[config.mk]
export PLATFORM = sky130hd
export DESIGN_NAME = iib_front
export DESIGN_NICKNAME = d
export VERILOG_FILES = /design/src/hw/rtl/iib_pkg.sv /design/src/hw/rtl/iib_front.sv
export SDC_FILE = /design/constraint.sdc
export NUM_CORES = 1
export LEC_CHECK = 0
export BUFFER_PORTS_ARGS = -buffer_cell sky130_fd_sc_hd__buf_2
export CORE_ASPECT_RATIO = 1.75
export CORE_MARGIN = 4
export CORE_UTILIZATION = 30
export CTS_BUF_LIST = sky130_fd_sc_hd__clkbuf_4 sky130_fd_sc_hd__clkbuf_8
export DETAILED_ROUTE_END_ITERATION = 12
export PLACE_DENSITY = 0.54
export SLEW_MARGIN = 20
export SYNTH_ARGS = -nofsm -noshare
export SYNTH_HDL_FRONTEND = slang
export SYNTH_SLANG_ARGS = --single-unit
[constraint.sdc]
create_clock -name i_clk -period 4.7 [get_ports i_clk]
set_clock_uncertainty 0.15 [all_clocks]
set_input_delay 1.175 -clock i_clk [delete_from_list [all_inputs] [get_ports i_clk]]
set_output_delay 1.175 -clock i_clk [all_outputs]
set_load 0.03 [all_outputs]
[src/hw/rtl/iib_pkg.sv]
// ============================================================================
// iib_pkg - shared types and constants for the integral image builder
// Field widths, register indexes, queue depths and the back-end status bundle.
// ============================================================================
`default_nettype none

package iib_pkg;

    // Fixed field widths
    localparam int PIX_W     = 8;    // input pixel port
    localparam int OUT_W     = 28;   // integral value port
    localparam int CFG_W     = 11;   // size registers
    localparam int CFG_IDX_W = 1;

    // Parameter defaults
    localparam int DEF_MAX_WIDTH  = 1024;
    localparam int DEF_MAX_HEIGHT = 1024;
    localparam int DEF_PIXEL_BITS = 8;

    // Queue depths
    localparam int CMD_DEPTH = 4;
    localparam int RES_DEPTH = 4;

    localparam logic [CFG_W-1:0] CFG_SIZE_RESET = CFG_W'(1024);

    typedef enum logic [CFG_IDX_W-1:0] {
        CFG_IMAGE_WIDTH  = 1'b0,
        CFG_IMAGE_HEIGHT = 1'b1
    } t_cfg_idx;

    // Back end handshake toward the queues
    typedef struct packed {
        logic pop;    // take one command from the command queue
        logic push;   // one result into the result queue
        logic busy;   // line store clear in progress
    } t_back_ctl;

endpackage

`default_nettype wire

[src/hw/rtl/iib_front.sv]
// ============================================================================
// iib_front - pixel intake and position tracking
// Holds the size registers, column/row counters and the row running sum;
// turns each accepted pixel into a command word for the back end.
// ============================================================================
`default_nettype none

module iib_front #(
    parameter int MAX_WIDTH  = iib_pkg::DEF_MAX_WIDTH,
    parameter int MAX_HEIGHT = iib_pkg::DEF_MAX_HEIGHT,
    parameter int PIXEL_BITS = iib_pkg::DEF_PIXEL_BITS,
    localparam int CMD_W     = $clog2(MAX_WIDTH) + 2 + iib_pkg::OUT_W
) (
    input  logic                         i_clk,
    input  logic                         i_rst_n,
    input  logic                         i_cfg_wr_en,
    input  logic [iib_pkg::CFG_IDX_W-1:0] i_cfg_index,
    input  logic [iib_pkg::CFG_W-1:0]    i_cfg_data,
    input  logic                         i_valid,
    input  logic [iib_pkg::PIX_W-1:0]    i_pixel_value,
    input  logic                         i_cmd_full,
    input  logic                         i_busy,
    output logic                         o_stall,
    output logic                         o_push,
    output logic [CMD_W-1:0]             o_cmd
);

    import iib_pkg::*;

    localparam int CW      = $clog2(MAX_WIDTH);
    localparam int RW      = $clog2(MAX_HEIGHT);
    localparam int PIX_USE = (PIXEL_BITS < PIX_W) ? PIXEL_BITS : PIX_W;
    localparam int RS_W    = PIX_USE + CW;
    localparam int WC_W    = ((CFG_W > CW + 1) ? CFG_W : CW + 1) + 1;
    localparam int HC_W    = ((CFG_W > RW + 1) ? CFG_W : RW + 1) + 1;

    logic [CFG_W-1:0] r_width, r_height;
    logic [CW-1:0]    r_col;
    logic [RW-1:0]    r_row;
    logic [RS_W-1:0]  r_row_sum;

    logic [WC_W-1:0]  w_ext, w_lim, col_inc;
    logic [HC_W-1:0]  h_ext, h_lim, row_inc;
    logic             row_end, frame_end, accept;
    logic [RS_W-1:0]  rs_new;

    // zero reads as one, oversize saturates
    always_comb begin
        w_ext = WC_W'(r_width);
        h_ext = HC_W'(r_height);
        if (w_ext == '0) begin
            w_lim = WC_W'(1);
        end else if (w_ext > WC_W'(MAX_WIDTH)) begin
            w_lim = WC_W'(MAX_WIDTH);
        end else begin
            w_lim = w_ext;
        end
        if (h_ext == '0) begin
            h_lim = HC_W'(1);
        end else if (h_ext > HC_W'(MAX_HEIGHT)) begin
            h_lim = HC_W'(MAX_HEIGHT);
        end else begin
            h_lim = h_ext;
        end
    end

    assign col_inc   = WC_W'(r_col) + WC_W'(1);
    assign row_inc   = HC_W'(r_row) + HC_W'(1);
    assign row_end   = (col_inc >= w_lim);
    assign frame_end = row_end && (row_inc >= h_lim);
    assign rs_new    = r_row_sum + RS_W'(i_pixel_value[PIX_USE-1:0]);

    assign o_stall = i_busy || i_cmd_full;
    assign accept  = i_valid && !o_stall;
    assign o_push  = accept;
    assign o_cmd   = {r_col, (r_row == '0), frame_end, OUT_W'(rs_new)};

    always_ff @(posedge i_clk) begin
        if (!i_rst_n) begin
            r_width   <= CFG_SIZE_RESET;
            r_height  <= CFG_SIZE_RESET;
            r_col     <= '0;
            r_row     <= '0;
            r_row_sum <= '0;
        end else begin
            if (i_cfg_wr_en) begin
                case (t_cfg_idx'(i_cfg_index))
                    CFG_IMAGE_WIDTH:  r_width  <= i_cfg_data;
                    CFG_IMAGE_HEIGHT: r_height <= i_cfg_data;
                    default: ;
                endcase
            end
            if (accept) begin
                if (row_end) begin
                    r_col     <= '0;
                    r_row_sum <= '0;
                    r_row     <= frame_end ? '0 : RW'(row_inc);
                end else begin
                    r_col     <= CW'(col_inc);
                    r_row_sum <= rs_new;
                end
            end
        end
    end

endmodule

`default_nettype wire

==> results of run 1 <==
[flip-flops by register name (all words and copies together), names as in the netlist]
| register | cells |
|---|---|
| r_row_sum | 18 |
| r_col | 10 |
| r_width | 11 |
| r_row | 10 |
| r_height | 11 |
[cell type report]
type,count,area share [%]
clock buffers,12,3.60
clock inverters,4,1.08
inverters,17,1.45
multi-input cells,383,54.1
flip-flops and latches,60,27.2
well taps,168,4.76
repair buffers,65,7.82
[metrics by stage]
stage	cells	instance area [µm²]	util, %	hold slack (ps)	total power [mW]
floorplan	491	3830	-	279	0.672
global placement	691	4190	33.7	305	0.712
detailed placement	691	4190	33.7	311	0.714
CTS	707	4400	35.4	321	1.21
global route	709	4410	35.5	336	1.24
finish	709	4410	35.5	316	1.19
[report_power, final]
part,switching (mW),internal [mW]
clock network,0.210,0.278
registers,0.0130,0.522
logic,0.113,0.0553
[Yosys cell counts, drive strengths merged (6+ instances only)]
master / number / area (µm²)
inv: 17 / 63.8
nor2: 40 / 150
buf: 18 / 125
xor2: 11 / 96.3
nand2: 91 / 342
a22oi: 15 / 113
o22ai: 6 / 37.5
and3: 6 / 37.5
dfxtp: 60 / 1200
o211ai: 6 / 50.1
nor4: 9 / 71.3
a31oi: 13 / 81.3
o21ai: 12 / 60.1
clkbuf: 13 / 50.0
ha: 33 / 413
a21oi: 45 / 225
xnor2: 19 / 166
or3: 7 / 43.8
nand3: 14 / 70.1
[metal layers]
| metal | routed length, µm | up-vias | part of all wire [%] |
|---|---|---|---|
| met5 | 0 | - | 0 |
| met4 | 236 | 0 | 2.5 |
| met3 | 459 | 20 | 4.9 |
| met2 | 4840 | 78 | 51 |
| met1 | 3890 | 1604 | 41 |
| li1 | - | 1786 | - |
[kinds of logic (layout without fill, tap and decap cells)]
family	count (synthesis)	count (layout)	share of synthesized area, %
AO/OA/AOI/OAI	116	116	19.6
adder cells (fa/ha/maj)	34	34	11.4
multiplexers	2	2	0.528
flip-flops	60	60	31.7
other	1	10	0.0988
XOR/XNOR	30	30	6.93
buffers and inverters	48	98	6.30
AND/OR/NAND/NOR	191	191	23.5
[worst max-delay path by stage]
stage / endpoint / slack [ps] / depth (start not counted)
final: o_cmd[10] / 190 / 10
after global routing: o_cmd[12] / 30 / 10
after CTS: o_cmd[12] / 140 / 10
after detailed placement: o_cmd[12] / 140 / 10
after global placement: o_cmd[12] / 160 / 10
after floorplan: o_cmd[12] / 430 / 8
[tightest hold or removal path: cells and delay by family (launching register included)]
family	cells	cell delay, ps
flops	1	320
simple gates	1	60
compound gates	1	50
==> impl_results.md, run 1 <==
* Status: complete, no violations
* Die height at 157 µm
* Max Fclk at 222 MHz
* Port Buffers at 57
* Core ar. at 12400 µm²
* Worst reg2reg endpoint: r_row_sum[8]$_SDFFE_PN0P_
* Initial drt markers at 161
* Hold depth at 2
* WP buf/inv at 3
* Crit path top cell by count: buf_2
* Synthesized flop and latch total at 60
* Post-synth ARST share at 0%
* Root Buffer: clkbuf_8
* # resized after CTS at 0
* Final Slew Violations at 0
* Reg2Reg Launch Point: r_col[0]$_SDFFE_PN0P_
* Synth cell types at 51
* HPWL Detailed at 7320 µm
* Seq. cell area at 1200 µm²
* Die width at 93.0 µm
* Critical path class: in2out
* Share of layout cells above drive strength 1 at 16.1%
* Required time worst endpoint at 3380 ps
* CTS tree: yes
* Hold-fix buffers, CTS at 0
* Busiest grt layer: met2
* Crit-path leading delay family: adder cells
* Total track usage at 13.1%
* Die Area at 14600 µm²
* Count of final setup violators at 0
* Slowest library cell on the worst path: fa_1
* Place WS at 145 ps
* Peak VDD IR at 0.0999 mV
* RSZ-0062 raised after global routing: false
* Vias in the first global route at 3367
* Antenna violations before repair at 0
* Synth Instances at 482
* Hold worst-path end: r_row_sum[7]$_SDFFE_PN0P_
* Ys Warns at 0
* Worst Setup SP: i_pixel_value[0]
* Post-synth EDFFs at 0
* IO Pins at 68
* Row count at 54
* Met3 Use GR at 3.03%
* Worst r2r path cells at 13
* Max Cap Viol at 0
* HP Class: reg2reg
* TNS Setup at 0 ps
* GP Congestion at 0.811
* Crit path capture type: output port
* Nets at 596
* Pin count of the biggest net entering global routing at 48
* Average vias per placed instance at 4.92
* Leading cell type in the layout, fill and taps excluded: nand2_1
* Total Routed Length at 9430 µm
* CP startpoint kind: primary input
* Max Root-Sink Buffers at 2
* H-tree levels at 3
* Wire per inst at 13.3 µm
* Clock Sink Count at 60
* Starting Density at 30.5%
* Hold path startpoint: r_row_sum[7]$_SDFFE_PN0P_
* Final worst-path cycle share at 96.0%
* GRT met1 Usage at 14.0%
* Syn Std Cell Area at 3790 µm²
* Post-CTS Setup Bufs at 0
* # DRC at 0
* GRT overflow at 0
* Antenna diodes at 0
* Worst-path maximum fanout at 7
* Clk_lat worst skew at 350 ps
* Drt first pass iters at 5
* R2r setup slk at 1090 ps
* Ys flop type: dfxtp_1
* Final worst setup slack at 187 ps
* CP Data Arrival Time at 3190 ps
* First-pass GRT wire length at 15300 µm
* Max stage delay on crit path at 410 ps
* Reg clk slew, reported paths at 70 ps
* Final min period at 4510 ps
* Slew headroom at 37.5%
* Critical-path cell list: buf_2 -> ha_1 -> inv_1 -> fa_1 -> nand2b_1 -> a21oi_1 -> o211ai_1 -> nor2_1 -> xor2_1 -> buf_2
* Pwr Density at 270 nW/µm²
* Post-synthesis sequential area ratio at 31.7%
* Final hold vios at 0
* Multi-input logic area at 2390 µm²
* Worst-Margin Slew at 931 ps
* Synth-to-Final Area Change at 16.4%
* Post-Syn Area per Cell at 7.87 µm²
* Most frequent cells in the layout: 91 x nand2_1, 60 x dfxtp_1, 57 x buf_2
* P_leak at 1.85 nW
* Final-layout fill cell count at 1343
* Number of nets with antenna violations after routing at 0
* Cts bufs inserted at 9
* GRT met2 Usage at 23.5%
* DR vias at 3488
(Power assumes the default switching activity.)
==> run 2: changes to the inputs <==
--- a/config.mk
+++ b/config.mk
@@ -12,5 +12,4 @@
 export CTS_BUF_LIST = sky130_fd_sc_hd__clkbuf_4 sky130_fd_sc_hd__clkbuf_8
 export DETAILED_ROUTE_END_ITERATION = 12
-export PLACE_DENSITY = 0.54
 export SLEW_MARGIN = 20
 export SYNTH_ARGS = -nofsm -noshare
==> constraint.sdc (replaced) <==
create_clock -name i_clk -period 4.7 [get_ports i_clk]
set_clock_uncertainty 0.15 [all_clocks]
set_input_delay 0.235 -clock i_clk [delete_from_list [all_inputs] [get_ports i_clk]]
set_output_delay 0.235 -clock i_clk [all_outputs]
set_load 0.03 [all_outputs]
==> impl_results.md, run 2 (synthesized netlist as in run 1, its figures left out) <==
* Status: complete, no violations
* Max stage delay on crit path at 460 ps (+50 ps)
* Peak VDD IR at 0.110 mV (+9.7%)
* Max reg flops at 18 (unchanged)
* RSZ-0062 raised after global routing: false
* P_leak at 1.87 nW (+1.2%)
* # resized after CTS at 0 (unchanged)
* Total Routed Length at 9190 µm (-2.5%)
* WP buf/inv at 2 (-1)
* CP startpoint kind: register
* Count of final setup violators at 0 (unchanged)
* Number of nets with antenna violations after routing at 0 (unchanged)
* Slowest library cell on the worst path: dfxtp_1
* Clock Sink Count at 60 (unchanged)
* Most flop-heavy register: r_row_sum
* Vias in the first global route at 3362 (-0.15%)
* Total track usage at 13.2% (+0.12 points)
* Reg power frac at 41.7% (-3.2 points)
* H-tree levels at 3 (unchanged)
* DR vias at 3480 (-0.23%)
* Nets at 598 (+0.34%)
* Average vias per placed instance at 4.89 (-0.51%)
* Crit path capture type: output port
* Wire per inst at 12.9 µm (-2.8%)
* Critical-path cell list: ha_1 -> nand3_1 -> inv_1 -> nand3_1 -> xnor2_1 -> ha_1 -> nand3_1 -> nor4_1 -> o31a_1 -> nor2_1 -> nor2_1 -> buf_2
* Root Buffer: clkbuf_8
* Pwr Density at 285 nW/µm² (+5.6%)
* Slew headroom at 36.3% (-1.2 points)
* Post-CTS Setup Bufs at 0 (unchanged)
* Clk_lat worst skew at 340 ps (about the same)
* CTS tree: yes
* Die Area at 14600 µm² (unchanged)
* Antenna violations before repair at 0 (unchanged)
* HPWL Detailed at 7140 µm (-2.5%)
* Most frequent cells in the layout: 91 x nand2_1, 60 x dfxtp_1, 57 x buf_2
* TNS Setup at 0 ps (unchanged)
* Final hold vios at 0 (unchanged)
* Final Slew Violations at 0 (unchanged)
* GRT overflow at 0 (unchanged)
* # DRC at 0 (unchanged)
* Worst-Margin Slew at 949 ps (+17.3 ps)
* Combinational Power Share at 13.3% (-0.8 points)
* Crit path top cell by count: nand3_1
* Final worst-path cycle share at 75.7% (-20 points)
* Max Root-Sink Buffers at 2 (unchanged)
* Die height at 157 µm (unchanged)
* Port Buffers at 57 (unchanged)
* Max Fclk at 281 MHz (+27%)
* Int Pwr at 0.946 mW (+11%)
* Synth-to-Final Area Change at 18.6%
* CP Data Arrival Time at 3170 ps (-20 ps)
* HP Class: in2reg
* Die width at 93.0 µm (unchanged)
* Largest registers: r_row_sum (18), r_height (11), r_width (11)
* Final min period at 3560 ps (-956 ps)
* Final Util at 36.2% (+0.67 points)
* Crit-path leading delay family: simple AND/OR/NAND/NOR gates
* Switching Share at 26.2% (-2.0 points)
* Final-layout fill cell count at 1333 (-0.74%)
* Pin count of the biggest net entering global routing at 48 (unchanged)
* Clock Power Share at 45.0% (+4.1 points)
* First-pass GRT wire length at 15600 µm (+1.6%)
* Drt first pass iters at 5 (unchanged)
* Cts bufs inserted at 9 (unchanged)
* Initial drt markers at 166 (+3.1%)
* Worst-path maximum fanout at 7 (unchanged)
* Starting Density at 30.5% (unchanged)
* Leading cell type in the layout, fill and taps excluded: nand2_1
* Critical path class: reg2out
* Core ar. at 12400 µm² (unchanged)
* Hold-fix buffers, CTS at 8 (+8)
* Max Cap Viol at 0 (unchanged)
* Switch Pwr at 0.336 mW (about the same)
* Antenna diodes at 0 (unchanged)
* IO Pins at 68 (unchanged)
* GP Congestion at 0.828 (+2.2%)
* Share of layout cells above drive strength 1 at 14.9% (-1.2 points)
* Row count at 54 (unchanged)
* Reg clk slew, reported paths at 70 ps (about the same)
* Required time worst endpoint at 4320 ps (+940 ps)
[run 2: cell count changes in the layout (fill, tap and decap cells not counted), sizes merged]
cell | before | now
buf | 65 | 59
bufinv | 1 | 3
clkbuf | 12 | 10
dlygate4sd3 | 0 | 8
[run 2: layout make-up]
cell class | instances | area [µm²] | share of cell area (%)
Timing Repair Buffer | 67 | 380 | 8.46
Sequential cell | 60 | 1200 | 26.7
Clock buffer | 10 | 138 | 3.06
Tap cell | 168 | 210 | 4.67
Inverter | 17 | 63.8 | 1.42
Clock inverter | 6 | 111 | 2.48
Multi-Input combinational cell | 383 | 2390 | 53.2
[run 2: worst min-delay path: cells and delay by family]
kind	cells	cell delay [ps]
simple gates	1	60
buf+inv	1	110
compound gates	1	50
[run 2: per-layer routing]
metal / up-vias / GRT usage (%) / wire length, µm
met3: 10 / 3.32 / 479
met5: - / 0 / 0
met4: 0 / 5.38 / 152
met1: 1589 / 14.8 / 3860
met2: 90 / 23.5 / 4700
li1: 1791 / - / -
[run 2: final timing paths]
path	startpoint	end	slack, ps	cells after the start
worst max-delay path	r_col[0]$_SDFFE_PN0P_	o_cmd[28]	1140	12
worst min register to register	r_height[8]$_SDFFE_PN0P_	r_height[8]$_SDFFE_PN0P_	320	2
worst min-delay path	i_cfg_data[8]	r_width[8]$_SDFFE_PN0P_	20	3
worst max register to register	r_col[2]$_SDFFE_PN0P_	r_row_sum[11]$_SDFFE_PN0P_	1240	11
[run 2: power by group through the flow]
stage	Combinational (mW)	Sequential [mW]	Clock, mW
CTS	0.171	0.535	0.594
floorplan	0.128	0.544	0
finish	0.170	0.535	0.577
detailed placement	0.165	0.547	0
global placement	0.163	0.546	0
global route	0.189	0.537	0.621
[run 2: stage by stage]
step | worst slack, ps | area, µm² | cells | hold WS, ps | total power, mW
2_1_floorplan | 1630 | 3830 | 491 | 221 | 0.672
3_3_place_gp | 1250 | 4160 | 687 | 307 | 0.709
3_5_place_dp | 1240 | 4160 | 687 | 311 | 0.712
6_report | 1140 | 4500 | 711 | 15.2 | 1.28
5_1_grt | 861 | 4500 | 711 | 14.3 | 1.35
4_1_cts | 1160 | 4490 | 711 | 0.501 | 1.30
