### config.mk
export PLATFORM = sky130hd
export DESIGN_NAME = iib_fifo
export DESIGN_NICKNAME = d
export VERILOG_FILES = /design/src/hw/rtl/iib_fifo.sv
export SDC_FILE = /design/constraint.sdc
export NUM_CORES = 1
export LEC_CHECK = 0
export BUFFER_PORTS_ARGS = -buffer_cell sky130_fd_sc_hd__buf_2
export CAP_MARGIN = 10
export CORE_ASPECT_RATIO = 1.75
export CORE_MARGIN = 8
export CORE_UTILIZATION = 55
export DETAILED_ROUTE_END_ITERATION = 8
export PLACE_DENSITY_LB_ADDON = 0.15
export SYNTH_ARGS = -nofsm -noshare
export SYNTH_HDL_FRONTEND = slang
export SYNTH_SLANG_ARGS = --single-unit
### constraint.sdc
create_clock -name i_clk -period 1.79 [get_ports i_clk]
set_input_delay 0.179 -clock i_clk [delete_from_list [all_inputs] [get_ports i_clk]]
set_output_delay 0.179 -clock i_clk [all_outputs]
set_load 0.01 [all_outputs]
### src/hw/rtl/iib_fifo.sv
// ============================================================================
// iib_fifo - small register queue
// Push and pop in the same cycle are allowed; callers never push when full.
// ============================================================================
`default_nettype none

module iib_fifo #(
    parameter int WIDTH = 8,
    parameter int DEPTH = 4,
    localparam int PW   = (DEPTH > 1) ? $clog2(DEPTH) : 1,
    localparam int CNTW = $clog2(DEPTH + 1)
) (
    input  logic             i_clk,
    input  logic             i_rst_n,
    input  logic             i_push,
    input  logic [WIDTH-1:0] i_data,
    input  logic             i_pop,
    output logic [WIDTH-1:0] o_data,
    output logic [CNTW-1:0]  o_count
);

    logic [WIDTH-1:0] r_mem [DEPTH];
    logic [PW-1:0]    r_wr_ptr, r_rd_ptr;
    logic [CNTW-1:0]  r_count;

    function automatic logic [PW-1:0] ptr_inc(input logic [PW-1:0] p);
        return (p == PW'(DEPTH - 1)) ? '0 : p + 1'b1;
    endfunction

    always_ff @(posedge i_clk) begin
        if (i_push) begin
            r_mem[r_wr_ptr] <= i_data;
        end
    end

    always_ff @(posedge i_clk) begin
        if (!i_rst_n) begin
            r_wr_ptr <= '0;
            r_rd_ptr <= '0;
            r_count  <= '0;
        end else begin
            if (i_push) begin
                r_wr_ptr <= ptr_inc(r_wr_ptr);
            end
            if (i_pop) begin
                r_rd_ptr <= ptr_inc(r_rd_ptr);
            end
            if (i_push && !i_pop) begin
                r_count <= r_count + 1'b1;
            end else if (i_pop && !i_push) begin
                r_count <= r_count - 1'b1;
            end
        end
    end

    assign o_data  = r_mem[r_rd_ptr];
    assign o_count = r_count;

endmodule

`default_nettype wire

==> results of run 1 <==
-- per-layer routing --
layer,wire (microns),up-vias,GRT usage,share of wire
met5,0,-,0,0
met4,59,0,0.06438,0.024
met3,126,6,0.04386,0.052
met2,1339,21,0.2054,0.55
met1,909,388,0.1063,0.37
li1,-,375,-,-
-- final timing paths --
path                                         startpoint                       to  slack, ns  depth (start not counted)
worst max-delay path                          flip-flop                o_data[4]       0.12                          3
worst min-delay path                          i_data[6]    r_mem[1][6]$_DFFE_PP_        0.1                          1
worst max register to register  o_count[0]$_SDFFE_PN0P_  o_count[2]$_SDFFE_PN0P_       0.31                          4
worst min register to register  o_count[2]$_SDFFE_PN0P_  o_count[2]$_SDFFE_PN0P_       0.52                          2
-- metrics by stage --
step                std cells  cell area [sq um]    util  power [mW]  setup WS [ns]
floorplan                  84               1603       -       1.270         0.3483
global placement          133               1739  0.6075       1.345         0.1887
detailed placement        133               1739  0.6075       1.357        0.09948
CTS                       141               1846  0.6447       2.018        0.07733
global route              141               1846  0.6447       2.088        0.03538
finish                    141               1846  0.6447       1.994         0.1163
-- cells in the final DEF (no fill, tap or decap), drive strengths merged --
cell type and count:
edfxtp 32, buf 23, dfxtp 9, mux4 8, clkbuf 7, ha 6
and2 5, nor2b 5, inv 4, mux2i 4, xnor2 1, nor2 1
nor3 1, o21a 1, xor2 1, o21ai 1, or3 1, a21boi 1
fa 1, clkinv 1
-- cells in the mapped netlist --
cell / instances
nor3_1: 1
fa_1: 1
o21a_1: 1
nor2_1: 1
ha_1: 6
edfxtp_1: 32
dfxtp_1: 9
and2_1: 5
mux4_2: 8
xnor2_1: 1
o21ai_0: 1
clkbuf_2: 1
mux2i_1: 4
or3_1: 1
inv_1: 4
buf_6: 1
nor2b_1: 5
a21boi_1: 1
xor2_1: 1
-- state kept, by name, indices dropped and copies added, names as in the netlist, named ones only --
name      cells
r_rd_ptr      2
r_mem        32
o_count       3
r_wr_ptr      2
-- logic make-up (layout without fill, tap and decap cells) --
logic type	count (synthesis)	after routing	share of synthesized area
AO/OA/AOI/OAI	3	3	0.01249
XOR/XNOR	2	2	0.01093
adder cells (fa/ha/maj)	7	7	0.05933
buffers and inverters	6	35	0.01951
flip-flops	41	41	0.7119
multiplexers	12	12	0.1374
AND/OR/NAND/NOR	13	13	0.04840
-- power groups by stage --
stage,Clock (mW),Combinational [mW],Sequential (mW)
after floorplan,0,0.140,1.13
after global placement,0,0.214,1.13
after detailed placement,0,0.222,1.13
after CTS,0.681,0.223,1.11
after global routing,0.722,0.246,1.12
final,0.666,0.217,1.11
-- worst max-delay path, stage by stage (launching register included) --
cell,delay [ns]
dfxtp_1,0.32
buf_4,0.20
mux4_2,0.52
buf_2,0.15
-- area by class of cell --
type                    instances  area share
clock inverters                 1    0.004746
well taps                      28     0.01898
inverters                       4    0.008136
clock buffers                   7     0.05288
flip-flops and latches         41      0.6183
multi-input cells              37      0.2332
repair buffers                 23     0.06373
==> summary.md, run 1 <==
| Metric | Value |
|---|---|
| Port buffer count | 22 |
| DR vias | 790 |
| Clock latency on the worst-skew pair | 0.29 ns |
| Initial antenna violation count | 0 |
| Hold WC Path Type | in -> reg |
| Post-DR wirelength/cell | roughly 17 microns |
| Leakage | 0.6934 nW |
| Setup bufs post-CTS | 0 |
| Final Hold Viols | 0 |
| GRT Util Overall | 0.1146 |
| Cell Area, Synth | 1603 sq um |
| Area of the die | ~5000 sq um |
| Die height | about 87 microns |
| Initial Util | 0.5599 |
| CTS tree | yes |
| Vias in the first global route | about 930 |
| Clock power frac | 0.334 |
| Clk buf depth | 2 |
| Final #Nets | around 130 |
| Total global routing overflow | 0 |
| Initial detailed-routing violation count | 12 |
| Max Slew Vio Count | 0 |
| Dpl hpwl | around 1.8 mm |
| Critical Path AT | approximately 1.5 ns |
| Global-route wire length before repair | between 4 and 5 mm |
| Max_slew headroom | 0.7056 |
| Dominant cells by area after synthesis | edfxtp_1, dfxtp_1, mux4_2 |
| Sequential fraction of the synthesis area | 0.7119 |
| Synthesized Nets | between 100 and 150 |
| Pin count of the biggest net entering global routing | 14 |
| Status | completed |
| Share of cells above drive strength 1 | 0.3363 |
| Area of the multi-input gates | 430.4 sq um |
| Area growth, synth to finish | 15.14% |
| Synth cell types | 19 |
| Antenna Violating Nets Remaining | 0 |
| Root buffer cell | clkbuf_8 |
| Pwr dens | roughly 1100 nW/um^2 |
| CTS H-tree lvls | 2 |
| Maximum VDD drop | about 830 uV |
| # DRC | 0 |
| Synth warnings | 0 |
| Period utilization | 0.9350 |
| CP Launch Type | flip-flop |
| Type of destination of the critical path | output pin |
| Vias/cell | approximately 5.6 |
| CTS sink count | 41 |
| Skew final | just over 0.009 ns |
| Post-CTS Resized | 0 |
| Router iterations before antenna repair | 4 |
| Reg clk slew, reported paths | about 0.070 ns |
| Logic pwr share | 0.109 |
| P_sw | ~440 uW |
| FMAX | about 600 MHz |
| Setup CP Type | reg -> out |
| Final min period | 1.674 ns |
| Hold_ws | 0.09888 ns |
| Max-cap violations | 0 |
| Std-Cell Rows | 26 |
| Setup violators final | 0 |
| I/O pin cnt | 23 |
| Gpl congestion | 0.6407 |
| Num CTS Buffers | 5 |
| Slew @ Worst Pin | between 0.4 and 0.5 ns |
| Final wirelength | ~2.4 mm |
| Core area | roughly 2900 sq um |
| Leading area contributor after synthesis | edfxtp_1 |
| Hold_buf cts | 0 |
| RSZ-0062 raised after global routing | false |
| Crit-path max FO | 8 |
| Switching power share of the total | 0.2212 |
| Setup TNS | 0 ns |
| # fillers | roughly 220 |
| Die width | 56.81 microns |
| Crit path required time | around 1.6 ns |
| Post-Synthesis Cells | 84 |
| #FFs+latches synth | 41 |
| # diodes | 0 |
| Sequential share of power | 0.557 |
| Internal power | between 1.5 and 2 mW |
| Register area | 1141 sq um |
| Synth Area per Inst | around 19 sq um |
| Synth top area share | 0.5995 |
(Power assumes the default switching activity.)
==> inputs of run 2 (changes only) <==
--- a/config.mk
+++ b/config.mk
@@ -9,3 +9,3 @@
 export CAP_MARGIN = 10
-export CORE_ASPECT_RATIO = 1.75
+export CORE_ASPECT_RATIO = 0.8
 export CORE_MARGIN = 8
==> constraint.sdc (replaced) <==
create_clock -name i_clk -period 1.79 [get_ports i_clk]
set_input_delay 0.2685 -clock i_clk [delete_from_list [all_inputs] [get_ports i_clk]]
set_output_delay 0.2685 -clock i_clk [all_outputs]
set_load 0.01 [all_outputs]
==> summary.md, run 2 (same netlist as run 1, synthesis figures left out) <==
| Metric | Value |
|---|---|
| Status | completed |
| Worst r2r path cells | 4 |
| Gpl congestion | ~0.67 |
| CP Launch Type | flip-flop |
| # diodes | 0 |
| Leading cell type in the layout, fill and taps excluded | edfxtp_1 |
| Biggest register | r_mem |
| Setup crit end | o_data[0] |
| Final Hold Viols | 0 |
| FMAX | 565.4 MHz |
| Pin count of the biggest net entering global routing | 12 |
| Clock latency on the worst-skew pair | around 0.35 ns |
| Area growth, synth to finish | 15.22% |
| Core area | about 2800 sq um |
| Critical Path AT | about 1.5 ns |
| Area of the die | approximately 4900 sq um |
| Placed Cells | ~140 |
| GRT Util Overall | 0.1130 |
| Leakage | roughly 0.68 nW |
| Setup violators final | 0 |
| Crit-path max FO | 8 |
| Final instance area | ~1800 sq um |
| Critical R2R Capture | o_count[2]$_SDFFE_PN0P_ |
| Crit path required time | 1.52 ns |
| Reg2Reg Launch Point | o_count[0]$_SDFFE_PN0P_ |
| Skew final | approximately 0.016 ns |
| Total chip power | around 1.8 mW |
| R2R setup slack | 0.33 ns |
| Post-DR wirelength/cell | roughly 17 microns |
| I/O pin cnt | 23 |
| Max_slew headroom | 0.7104 |
| CTS H-tree lvls | 2 |
| RSZ-0062 raised after global routing | true |
| Commonest non-fill, non-tap cells in the layout | edfxtp_1, buf_2, mux4_2, dfxtp_1, ha_1 |
| Number of flip-flops in the largest register | 32 |
| Die width | 76.36 microns |
| Global-route wire length before repair | 4.160 mm |
| Worst setup margin | 0.02142 ns |
| Non-Filler Instances | between 150 and 200 |
| Vias in the first global route | approximately 870 |
| Period utilization | 0.9880 |
| Router iterations before antenna repair | 4 |
| Num CTS Buffers | 5 |
| Place WS | about 0.025 ns |
| Vias/cell | about 5.3 |
| Post-DP Area | 1759 sq um |
| Share of cells above drive strength 1 | 0.3333 |
| Maximum VDD drop | ~580 uV |
| Pwr dens | roughly 970 nW/um^2 |
| Setup CP Type | reg -> out |
| DR vias | between 700 and 800 |
| Setup TNS | 0 ns |
| Dpl hpwl | 1.874 mm |
| Port buffer count | 22 |
| Die height | 64.29 microns |
| Type of destination of the critical path | output pin |
| Initial detailed-routing violation count | 56 |
| Root buffer cell | clkbuf_4 |
| Final #Nets | 132 |
| CTS tree | yes |
| Final min period | ~1.8 ns |
| Slew @ Worst Pin | about 0.43 ns |
| Final wirelength | approximately 2.7 mm |
| Antenna Violating Nets Remaining | 0 |
| Hold_buf cts | 0 |
| Initial antenna violation count | 0 |
| Clk buf depth | 2 |
| Hold WC Path Type | in -> reg |
| Std-Cell Rows | 17 |
| # DRC | 0 |
| Max-cap violations | 0 |
| CTS sink count | 41 |
| Total global routing overflow | 0 |
| Reg clk slew, reported paths | approximately 0.12 ns |
| Initial Util | 0.5796 |
| Max Slew Vio Count | 0 |
==> run 2: routing by layer <==
metal  up-vias  track usage  part of all wire
li1        375            -                 -
met1       398       0.1220              0.43
met2        18       0.1868              0.50
met3         7      0.05866             0.056
met4         0      0.04306             0.015
met5         -            0                 0
==> run 2: where the power goes <==
part	internal, mW	switching [mW]
combinational	0.129	0.115
clock	0.157	0.280
sequential	1.08	0.0319
total	1.37	0.427
==> run 2: what timing repair did <==
action	in CTS	in global routing
buffers inserted	0	0
resized for setup	6	2
endpoints found under the setup margin	8	8
hold endpoints to repair	0	0
pin swaps	0	0
==> run 2: stage by stage <==
step / util / hold slack, ns
6_report: 0.6679 / 0.1281
5_1_grt: 0.6679 / 0.1083
4_1_cts: 0.6638 / 0.1150
3_5_place_dp: 0.6362 / 0.4880
3_3_place_gp: 0.6362 / 0.4673
2_1_floorplan: - / 0.3674
==> run 2: worst max-delay path, stage by stage (launching register included) <==
cell,delay (ns)
dfxtp_2,0.36
buf_12,0.14
mux4_2,0.52
buf_6,0.14
==> run 2: layout make-up <==
type	count	area, sq um
inverter	4	15.01
timing repair buffer	24	162.7
clock buffer	8	48.80
tap	38	47.55
multi-input combinational	37	430.4
fill	205	918.4
sequential	41	1142
==> run 2: worst min path at each step <==
stage                                  startpoint                      end  slack [ns]  cells past startpoint
final                                   i_data[0]    r_mem[1][0]$_DFFE_PP_        0.13                      1
after global routing                    i_data[6]    r_mem[2][6]$_DFFE_PP_        0.11                      1
after CTS                               i_data[4]    r_mem[3][4]$_DFFE_PP_        0.12                      1
after detailed placement                i_data[6]    r_mem[0][6]$_DFFE_PP_        0.49                      1
after global placement    o_count[2]$_SDFFE_PN0P_  o_count[2]$_SDFFE_PN0P_        0.47                      2
after floorplan                         i_data[0]    r_mem[0][0]$_DFFE_PP_        0.37                      0
==> inputs of run 3 (changes only) <==
CORE_UTILIZATION = 59   (was 55)
clock period = 2.1 ns   (was 1.79 ns; I/O delays follow)
==> summary.md, run 3 (same netlist as run 1, synthesis figures left out) <==
| Metric | Value |
|---|---|
| Router iterations before antenna repair | 4 |
| Leakage | slightly below 0.7 nW |
| Die width | 74.27 microns |
| Max-cap violations | 0 |
| Status | completed |
| RSZ-0062 raised after global routing | false |
| CTS H-tree lvls | 2 |
| I/O pin cnt | 23 |
| Total global routing overflow | 0 |
| Core area | 2680 sq um |
| Reg clk slew, reported paths | around 0.12 ns |
| CP Launch Type | flip-flop |
| Setup TNS | 0 ns |
| Port buffer count | 22 |
| Pwr dens | 831.8 nW/um^2 |
| Num CTS Buffers | 5 |
| Commonest non-fill, non-tap cells in the layout | edfxtp_1, buf_2, dfxtp_1 |
| Global-route wire length before repair | roughly 4.2 mm |
| Final Hold Viols | 0 |
| Slew @ Worst Pin | 0.4378 ns |
| Crit-path cells | buf_4, mux4_2, buf_2 |
| Initial antenna violation count | 0 |
| Share of cells above drive strength 1 | 0.3363 |
| Gr busiest metal | met2 |
| Final core utilization | 0.6741 |
| Number of flip-flops in the largest register | 32 |
| Crit path depth | 3 |
| Hold_ws | 0.1821 ns |
| Met1 GRT Util | 0.1505 |
| Initial Util | 0.5980 |
| Met3 usage | 0.05449 |
| GRT Util Overall | 0.1243 |
| Crit path required time | 1.78 ns |
| Hold WC Path Type | in -> reg |
| Crit path largest cell delay | 0.53 ns |
| Gpl congestion | 0.7108 |
| Area growth, synth to finish | 12.72% |
| Die height | ~63 microns |
| Pin count of the biggest net entering global routing | 14 |
| Skew final | approximately 0.0044 ns |
| CP delay by family, top | multiplexers |
| # DRC | 0 |
| Hold_buf cts | 0 |
| Setup bufs post-CTS | 0 |
| Area of the die | ~4700 sq um |
| Critical Path AT | roughly 1.6 ns |
| Crit-path max FO | 8 |
| Type of destination of the critical path | output pin |
| Root buffer cell | clkbuf_4 |
| Vias/cell | just over 5 |
| Clk buf depth | 2 |
| Max_slew headroom | 0.7082 |
| # fillers | 208 |
| FMAX | 536.3 MHz |
| Biggest register | r_mem |
| CTS sink count | between 40 and 50 |
| Leading cell type in the layout, fill and taps excluded | edfxtp_1 |
| Clock latency on the worst-skew pair | 0.34 ns |
| Slowest-stage cell, CP | mux4_2 |
| Setup CP Type | reg -> out |
| Dpl hpwl | between 1.5 and 2 mm |
| Hold-critical path depth | 1 |
| Period utilization | 0.8880 |
| Antenna Violating Nets Remaining | 0 |
| Crit path buffers/inverters | 2 |
| # diodes | 0 |
| CTS tree | yes |
| Final min period | between 1.5 and 2 ns |
| Final wirelength | roughly 2.5 mm |
| Vias in the first global route | between 800 and 900 |
| GR Util met2 | 0.1809 |
| DR vias | about 770 |
| Post-CTS Resized | 0 |
| Post-DR wirelength/cell | between 15 and 20 microns |
| Worst r2r path cells | 4 |
| Std-Cell Rows | 17 |
| Maximum VDD drop | 460.1 uV |
| Initial detailed-routing violation count | 50 |
| Final #Nets | between 100 and 150 |
| Setup violators final | 0 |
| Max Slew Vio Count | 0 |
## run 3: routing by layer
layer,wire [microns],vias to the layer above,part of all wire
met5,0,-,0
met2,1257,17,0.50
met3,123,6,0.049
met4,51,0,0.020
met1,1060,369,0.43
li1,-,373,-
## run 3: layout make-up
type,count,area [sq um],area share
tap,38,47.55,0.02632
sequential,41,1141,0.6316
clock buffer,5,37.54,0.02078
clock inverter,3,17.52,0.009695
multi-input combinational,37,430.4,0.2382
timing repair buffer,23,117.6,0.06510
inverter,4,15.01,0.008310
## run 3: final timing paths
path / endpoint / slack, ns / start
hold reg to reg: o_count[2]$_SDFFE_PN0P_ / 0.52 / o_count[2]$_SDFFE_PN0P_
setup / recovery: o_data[6] / 0.24 / flip-flop
setup reg to reg: o_count[2]$_SDFFE_PN0P_ / 0.63 / o_count[0]$_SDFFE_PN0P_
hold / removal: r_mem[1][0]$_DFFE_PP_ / 0.18 / i_data[0]
## run 3: metrics by stage
step | cells | power [mW] | setup WS, ns | instance area, sq um
floorplan | 84 | 1.082 | 0.5223 | 1603
global placement | 143 | 1.145 | 0.3443 | 1752
detailed placement | 143 | 1.158 | 0.2736 | 1752
CTS | 151 | 1.530 | 0.1956 | 1807
global route | 151 | 1.589 | 0.1451 | 1807
finish | 151 | 1.503 | 0.2352 | 1807
## run 3: where the power goes
group	leakage, nW	switching [mW]	internal [mW]
registers	0.368	0.0257	0.922
clock network	0.0326	0.243	0.127
logic	0.272	0.0919	0.0932
total	0.672	0.361	1.14
